`src/hdl/anbf_pkg.sv`:
```
// shared types and constants for the annex b nal unit finder
package anbf_pkg;

	localparam int unsigned MAX_BUFFER_BYTES = 65536;
	localparam int unsigned POS_W            = 16;
	localparam int unsigned LEN_W            = 17;
	localparam int unsigned TYPE_W           = 5;
	localparam int unsigned QUEUE_DEPTH      = 2;
	localparam int unsigned QPTR_W           = 1;
	localparam int unsigned QCNT_W           = 2;

	localparam logic [POS_W-1:0] POS_LAST      = POS_W'(MAX_BUFFER_BYTES - 1);
	localparam logic [7:0]       NAL_TYPE_MASK = 8'h1f;
	localparam logic [7:0]       CODE_BYTE     = 8'h01;
	localparam logic [7:0]       ZERO_BYTE     = 8'h00;
	localparam logic [1:0]       ZRUN_MAX      = 2'd3;
	localparam logic [1:0]       ZRUN_SHORT    = 2'd2;

	typedef struct packed {
		logic [7:0] data_byte;
		logic       last_byte;
	} anbf_in_t;

	typedef struct packed {
		logic [POS_W-1:0]  nal_offset;
		logic [LEN_W-1:0]  nal_length;
		logic [TYPE_W-1:0] nal_type;
		logic              ended_by_buffer_end;
	} anbf_out_t;

	// unit boundary found by the front end, length still to be worked out
	typedef struct packed {
		logic [POS_W-1:0]  unit_start;
		logic [LEN_W-1:0]  unit_end;
		logic [TYPE_W-1:0] unit_type;
		logic              by_end;
	} anbf_event_t;

endpackage

```
`src/hdl/anbf_front.sv`:
```
// byte scanner: tracks start codes and emits unit boundary events
module anbf_front (
	input  logic                 clk,
	input  logic                 arst_n,
	input  logic                 in_valid,
	output logic                 in_ready,
	input  anbf_pkg::anbf_in_t   in_item,
	input  logic                 q_full,
	output logic                 ev_valid,
	output anbf_pkg::anbf_event_t ev_item
);

	logic [anbf_pkg::POS_W-1:0]  pos_q;
	logic [1:0]                  zero_run_q;
	logic                        unit_open_q;
	logic                        awaiting_q;
	logic [anbf_pkg::POS_W-1:0]  unit_start_q;
	logic [anbf_pkg::TYPE_W-1:0] unit_type_q;

	logic                        accept;
	logic [7:0]                  b;
	logic [7:0]                  masked;
	logic [anbf_pkg::TYPE_W-1:0] type_cur;
	logic                        open_cur;
	logic                        is_code;
	logic [anbf_pkg::POS_W-1:0]  back;
	logic [anbf_pkg::POS_W-1:0]  code_start;
	logic [1:0]                  zero_run_d;

	assign in_ready = !q_full;
	assign accept   = in_valid && in_ready;
	assign b        = in_item.data_byte;
	assign masked   = b & anbf_pkg::NAL_TYPE_MASK;

	always_comb begin
		type_cur = awaiting_q ? masked[anbf_pkg::TYPE_W-1:0] : unit_type_q;
		open_cur = awaiting_q || unit_open_q;
		is_code  = (b == anbf_pkg::CODE_BYTE) && (zero_run_q >= anbf_pkg::ZRUN_SHORT);
		back     = (zero_run_q == anbf_pkg::ZRUN_MAX) ? anbf_pkg::POS_W'(3)
		                                                : anbf_pkg::POS_W'(2);
		code_start = (pos_q >= back) ? (pos_q - back) : '0;
		if (is_code) begin
			zero_run_d = '0;
		end else if (b == anbf_pkg::ZERO_BYTE) begin
			zero_run_d = (zero_run_q == anbf_pkg::ZRUN_MAX) ? zero_run_q : zero_run_q + 2'd1;
		end else begin
			zero_run_d = '0;
		end
	end

	// a code closes the open unit; otherwise the buffer end closes it
	always_comb begin
		ev_valid = accept && open_cur && (is_code || in_item.last_byte);
		ev_item.unit_start = unit_start_q;
		ev_item.unit_end   = is_code ? {1'b0, code_start}
		                             : {1'b0, pos_q} + anbf_pkg::LEN_W'(1);
		ev_item.unit_type  = type_cur;
		ev_item.by_end     = !is_code;
	end

	always_ff @(posedge clk or negedge arst_n) begin
		if (!arst_n) begin
			pos_q        <= '0;
			zero_run_q   <= '0;
			unit_open_q  <= 1'b0;
			awaiting_q   <= 1'b0;
			unit_start_q <= '0;
			unit_type_q  <= '0;
		end else if (accept) begin
			if (in_item.last_byte) begin
				pos_q        <= '0;
				zero_run_q   <= '0;
				unit_open_q  <= 1'b0;
				awaiting_q   <= 1'b0;
				unit_start_q <= '0;
				unit_type_q  <= '0;
			end else begin
				if (pos_q != anbf_pkg::POS_LAST) begin
					pos_q <= pos_q + anbf_pkg::POS_W'(1);
				end
				zero_run_q  <= zero_run_d;
				unit_type_q <= type_cur;
				unit_open_q <= is_code ? 1'b0 : open_cur;
				awaiting_q  <= is_code;
				if (is_code) begin
					unit_start_q <= code_start;
				end
			end
		end
	end

endmodule

```
`src/hdl/anbf_queue.sv`:
```
// short event queue between the scanner and the result stage
module anbf_queue (
	input  logic                  clk,
	input  logic                  arst_n,
	input  logic                  push,
	input  anbf_pkg::anbf_event_t push_item,
	output logic                  full,
	input  logic                  pop,
	output logic                  not_empty,
	output anbf_pkg::anbf_event_t head_item
);

	anbf_pkg::anbf_event_t mem_q [anbf_pkg::QUEUE_DEPTH];
	logic [anbf_pkg::QPTR_W-1:0] wr_ptr_q;
	logic [anbf_pkg::QPTR_W-1:0] rd_ptr_q;
	logic [anbf_pkg::QCNT_W-1:0] count_q;
	logic                        do_pop;

	assign full      = (count_q == anbf_pkg::QCNT_W'(anbf_pkg::QUEUE_DEPTH));
	assign not_empty = (count_q != '0);
	assign do_pop    = pop && not_empty;
	assign head_item = mem_q[rd_ptr_q];

	always_ff @(posedge clk) begin
		if (push) begin
			mem_q[wr_ptr_q] <= push_item;
		end
	end

	always_ff @(posedge clk or negedge arst_n) begin
		if (!arst_n) begin
			wr_ptr_q <= '0;
			rd_ptr_q <= '0;
			count_q  <= '0;
		end else begin
			if (push) begin
				wr_ptr_q <= wr_ptr_q + anbf_pkg::QPTR_W'(1);
			end
			if (do_pop) begin
				rd_ptr_q <= rd_ptr_q + anbf_pkg::QPTR_W'(1);
			end
			if (push && !do_pop) begin
				count_q <= count_q + anbf_pkg::QCNT_W'(1);
			end else if (do_pop && !push) begin
				count_q <= count_q - anbf_pkg::QCNT_W'(1);
			end
		end
	end

endmodule

```
`src/hdl/anbf_back.sv`:
```
// result stage: works out unit length and holds the output item
module anbf_back (
	input  logic                  clk,
	input  logic                  arst_n,
	input  logic                  ev_valid,
	input  anbf_pkg::anbf_event_t ev_item,
	output logic                  ev_pop,
	output logic                  out_valid,
	input  logic                  out_ready,
	output anbf_pkg::anbf_out_t   out_item
);

	logic                          valid_q;
	anbf_pkg::anbf_out_t           item_q;
	logic [anbf_pkg::LEN_W-1:0]    start_ext;
	logic [anbf_pkg::LEN_W-1:0]    length;

	assign out_valid = valid_q;
	assign out_item  = item_q;
	assign ev_pop    = ev_valid && (!valid_q || out_ready);

	// saturated position can put the end before the start
	always_comb begin
		start_ext = {1'b0, ev_item.unit_start};
		length    = (ev_item.unit_end >= start_ext) ? (ev_item.unit_end - start_ext) : '0;
	end

	always_ff @(posedge clk or negedge arst_n) begin
		if (!arst_n) begin
			valid_q <= 1'b0;
		end else if (ev_pop) begin
			valid_q <= 1'b1;
		end else if (out_ready) begin
			valid_q <= 1'b0;
		end
	end

	always_ff @(posedge clk) begin
		if (ev_pop) begin
			item_q.nal_offset          <= ev_item.unit_start;
			item_q.nal_length          <= length;
			item_q.nal_type            <= ev_item.unit_type;
			item_q.ended_by_buffer_end <= ev_item.by_end;
		end
	end

endmodule

```
`src/hdl/annexb_nal_unit_finder_unit.sv`:
```
// top level of the annex b nal unit finder
// one byte item accepted per cycle while in_ready is high; the byte that closes a unit
// yields its result through the scanner, the event queue and then the output register
// in_ready drops only while the two-entry event queue is full
// arst_n clears scan state, queue pointers and output valid; no clearing pass
module annexb_nal_unit_finder_unit (
	input  logic                clk,
	input  logic                arst_n,
	input  logic                in_valid,
	output logic                in_ready,
	input  anbf_pkg::anbf_in_t  in_item,
	output logic                out_valid,
	input  logic                out_ready,
	output anbf_pkg::anbf_out_t out_item
);

	logic                  q_full;
	logic                  ev_push;
	anbf_pkg::anbf_event_t ev_push_item;
	logic                  ev_pop;
	logic                  ev_avail;
	anbf_pkg::anbf_event_t ev_head;

	anbf_front u_front (
		.clk      (clk),
		.arst_n   (arst_n),
		.in_valid (in_valid),
		.in_ready (in_ready),
		.in_item  (in_item),
		.q_full   (q_full),
		.ev_valid (ev_push),
		.ev_item  (ev_push_item)
	);

	anbf_queue u_queue (
		.clk       (clk),
		.arst_n    (arst_n),
		.push      (ev_push),
		.push_item (ev_push_item),
		.full      (q_full),
		.pop       (ev_pop),
		.not_empty (ev_avail),
		.head_item (ev_head)
	);

	anbf_back u_back (
		.clk       (clk),
		.arst_n    (arst_n),
		.ev_valid  (ev_avail),
		.ev_item   (ev_head),
		.ev_pop    (ev_pop),
		.out_valid (out_valid),
		.out_ready (out_ready),
		.out_item  (out_item)
	);

endmodule
```
`config.mk`:
```
export PLATFORM = sky130hd
export DESIGN_NAME = annexb_nal_unit_finder_unit
export DESIGN_NICKNAME = d
export VERILOG_FILES = /design/src/hdl/anbf_pkg.sv /design/src/hdl/anbf_front.sv /design/src/hdl/anbf_queue.sv /design/src/hdl/anbf_back.sv /design/src/hdl/annexb_nal_unit_finder_unit.sv
export SDC_FILE = /design/constraint.sdc
export NUM_CORES = 1
export LEC_CHECK = 0
export BUFFER_PORTS_ARGS = -buffer_cell sky130_fd_sc_hd__buf_2
export CORE_ASPECT_RATIO = 0.75
export CORE_MARGIN = 2
export CORE_UTILIZATION = 38
export CTS_BUF_LIST = sky130_fd_sc_hd__clkbuf_4 sky130_fd_sc_hd__clkbuf_8
export DETAILED_ROUTE_END_ITERATION = 12
export SYNTH_ARGS = -nofsm -noshare
export SYNTH_HDL_FRONTEND = slang
export SYNTH_SLANG_ARGS = --single-unit
```
`constraint.sdc`:
```
create_clock -name clk -period 4.75 [get_ports clk]
set_clock_uncertainty 0.05 [all_clocks]
set_input_delay 0.95 -clock clk [delete_from_list [all_inputs] [get_ports clk]]
set_output_delay 0.95 -clock clk [all_outputs]
set_load 0.05 [all_outputs]
```
==> metrics.md <==
| Metric | Value |
|---|---|
| Gr ovfl total | 0 |
| Register bit total from synthesis | around 160 |
| Pre-antenna DRT Iters | 7 |
| Via Count | approximately 5,400 |
| Synth Area in Simple Gates | between 10% and 20% |
| Switching power of the nets | around 890 µW |
| Final Hold Viols | 0 |
| Clk_lat worst skew | 0.45 ns |
| CTS tree | built |
| CTS Hold Bufs | 0 |
| Pwr Density | ~340 nW/µm² |
| Maximum vdd ir drop | between 150 and 200 µV |
| CP Data Required Time | roughly 5 ns |
| Clock Sink Count | ~160 |
| Worst Hold Slack | ~0.43 ns |
| Drt drc | 0 |
| Max H-tree Level | 4 |
| CP Launch Type | flip-flop |
| Synth Instances | 677 |
| Setup tns final | 0 ns |
| Crit-path max FO | 25 |
| Post-synth top flop | edfxtp_1 |
| Status | finished clean |
| Die Area | around 22,000 µm² |
| Comb pwr share | 15.2% |
| Row count | 45 |
| Global-route wire length before repair | between 20 and 30 mm |
| XOR/XNOR Fraction of Synth Area | under 10% |
| Maximum root-to-sink buffer count | 2 |
| Fraction of power consumed by the clock network | between 30% and 40% |
| Initial core utilization | around 39% |
| Port buffer count | 53 |
| Layout fillers | 1,907 |
| Seq/Total Area, Yosys | 58.4% |
| Setup Fix Bufs, Post-CTS | 0 |
| Async set or reset register ratio after synthesis | between 20% and 30% |
| 1st-iter DRT viols | between 400 and 500 |
| Sequential power share | 53.6% |
| Antenna Nets Post-Route | 0 |
| Die H | approximately 130 µm |
| Vias/cell | 5.27 |
| Critical Path AT | ~3.8 ns |
| Post-cts gate resize count | 0 |
| Area share of fa/ha/maj cells after synthesis | between 3 and 4% |
| ANT cells | 0 |
| Yosys warns | 0 |
| Mean Syn Cell Area | between 10 and 15 µm² |
| CTS clk-pin slew, worst paths | around 0.09 ns |
| Multi-input combinational cell area | 2990 µm² |
| GP Congestion | between 0.8 and 0.9 |
| FF/Latch Area | between 4000 and 5000 µm² |
| Ratio of cells with drive above 1 in the final layout | about a fifth |
| Total GRT Usage | roughly 17% |
| WS Path Type | flip-flop to flip-flop |
| Final HPWL DP | about 13 mm |
| Drt wl/cell | ~17 µm |
| Syn Nets | a little over 700 |
| Total of max-cap violations | 0 |
| Crit path time final | ~3.6 ns |
| Ports | 54 |
| Final Setup Violations | 0 |
| Root buffer cell | clkbuf_8 |
| RSZ-0062 raised after global routing | false |
| Detailed Route WL | roughly 17 mm |
| Number of synthesized flops with an enable pin | 117 |
| Tightest Pin Transition | 1.10 ns |
| Syn Std Cell Area | between 7000 and 8000 µm² |
| Leakage | between 3 and 4 nW |
| Vias in the first global route | roughly 5,100 |
| Switching part of the total | just under 30% |
| Nets | between 700 and 800 |
| Final period util | about three quarters |
| Multiplexer area fraction after synthesis | under 10% |
| Pint | between 2 and 2.5 mW |
| Nature of the critical path endpoint | flip-flop |
| Final Max Slew Viols | 0 |
| Largest family of logic cells by synthesized area | simple AND/OR/NAND/NOR gates |
| Largest net degree at the start of global routing | 47 |
| Die extent in x | 171 µm |
| Fmax | 0.277 GHz |
| Slew headroom | between 20% and 30% |
| Antenna violations before repair | 0 |
| CTS buffer count | 17 |
| CORE AREA | 20,400 µm² |
| Synth cell types | between 60 and 70 |
| HP Class | flip-flop to flip-flop |
| Synthesis-to-finish area growth | 10.5% |
| Synth Area in Compound Gates | a little under an eighth |
==> worst paths after layout <==
path | startpoint | slack (ns) | to | depth (start not counted)
hold / removal | u_front.unit_start_q[6] | 0.43 | u_queue.mem_q[0][29] | 0
setup reg to reg | u_queue.rd_ptr_q | 1.13 | u_back.out_item[21] | 9
min in group asynchronous | arst_n | 0.66 | u_front.pos_q[5] | 1
hold reg to reg | u_front.unit_start_q[6] | 0.43 | u_queue.mem_q[0][29] | 0
setup / recovery | u_queue.rd_ptr_q | 1.13 | u_back.out_item[21] | 9
max in group asynchronous | arst_n | 3.26 | u_queue.rd_ptr_q | 1
==> logic make-up (layout without fill, tap and decap cells) <==
logic type,count (synthesis),after routing
buf+inv,68,125
simple gates,195,195
fa+ha+maj,24,24
mux,49,49
compound gates,146,146
flops,163,163
xor+xnor,32,32
==> power groups by stage <==
stage | clock network (mW) | registers, mW | logic [mW]
after floorplan | 0 | 1.60 | 0.415
after global placement | 0 | 1.64 | 0.444
after detailed placement | 0 | 1.64 | 0.452
after CTS | 0.969 | 1.61 | 0.453
after global routing | 1.03 | 1.62 | 0.509
final | 0.939 | 1.61 | 0.457
==> routing by layer <==
layer  GRT usage (%)  wire [µm]  vias up
li1                -          -     2576
met1            26.0       9020     2593
met2            23.2       7120      165
met3            4.52       1110       19
met4            4.39        245        0
met5               0          0        -
==> critical path, stage by stage, from the launching register on <==
cell and delay (ns):
dfrtp_2 0.80, buf_4 0.39, mux2_2 0.40, ha_1 0.42, nand2_1 0.09, a21o_1 0.19, a311o_1 0.28, a31oi_1 0.30
a31oi_1 0.16, mux2_2 0.28
==> cell usage in the layout (no fill, tap or decap), types with 4 or more instances in the layout <==
master,netlist,routed
and3_1,7,7
a31oi_1,9,9
nor2_1,51,51
a21oi_1,33,33
and2_1,4,4
nor3b_1,4,4
dfrtp_1,46,45
a31o_2,4,4
nor3_1,17,16
a21o_1,5,5
clkinv_4,0,6
inv_1,31,31
o21ai_0,55,55
buf_4,3,9
xor2_1,11,11
nand3_1,16,16
mux2i_1,18,18
clkbuf_8,0,18
edfxtp_1,117,117
mux2_2,31,31
xnor2_1,21,21
nand2_1,65,65
a221o_1,4,4
buf_2,3,53
nor2b_1,5,5
ha_1,23,23
o31a_1,6,6
o22ai_1,5,5
nand4_1,4,4
==> cell usage after synthesis (5+ instances only) <==
| cell | count | area (µm²) |
|---|---|---|
| nor2_1 | 51 | 191 |
| mux2i_1 | 18 | 180 |
| buf_6 | 7 | 78.8 |
| a21oi_1 | 33 | 165 |
| inv_1 | 31 | 116 |
| o21ai_0 | 55 | 275 |
| nand3_1 | 16 | 80.1 |
| o31a_1 | 6 | 52.6 |
| mux2_2 | 31 | 349 |
| a21o_1 | 5 | 37.5 |
| nor2b_1 | 5 | 31.3 |
| a31oi_1 | 9 | 56.3 |
| and3_1 | 7 | 43.8 |
| edfxtp_1 | 117 | 3510 |
| nor3_1 | 17 | 85.1 |
| dfrtp_1 | 46 | 1150 |
| ha_1 | 23 | 288 |
| clkbuf_1 | 19 | 71.3 |
| xor2_1 | 11 | 96.3 |
| xnor2_1 | 21 | 184 |
| nand2_1 | 65 | 244 |
| o22ai_1 | 5 | 31.3 |
==> layout make-up <==
type	count	area share [%]
inverters	31	1.32
repair buffers	62	3.77
multi-input cells	446	33.8
clock inverters	13	1.37
well taps	282	4.00
flip-flops and latches	163	52.8
clock buffers	19	2.89
==> per-stage QoR <==
stage | setup WS [ns] | area [µm²] | utilization, % | power, mW | instances
6_report | 1.13 | 8830 | 43.2 | 3.01 | 1016
4_1_cts | 1.10 | 8830 | 43.2 | 3.03 | 1016
5_1_grt | 0.820 | 8830 | 43.2 | 3.16 | 1016
3_3_place_gp | 1.05 | 8450 | 41.4 | 2.09 | 984
2_1_floorplan | 0.705 | 8000 | - | 2.01 | 677
3_5_place_dp | 0.838 | 8450 | 41.4 | 2.10 | 984
==> sequential cells by signal, summed over array words and instances (netlist names) <==
| signal | count |
|---|---|
| u_queue.mem_q | 78 |
| u_back.out_item | 39 |
| u_front.pos_q | 16 |
| u_front.unit_start_q | 16 |
| u_front.unit_type_q | 5 |
| u_front.zero_run_q | 2 |
| u_queue.count_q | 2 |
| u_back.out_valid | 1 |
| u_front.awaiting_q | 1 |
| u_front.unit_open_q | 1 |
| u_queue.rd_ptr_q | 1 |
| u_queue.wr_ptr_q | 1 |
No activity file was read; power rests on OpenSTA's default activity.
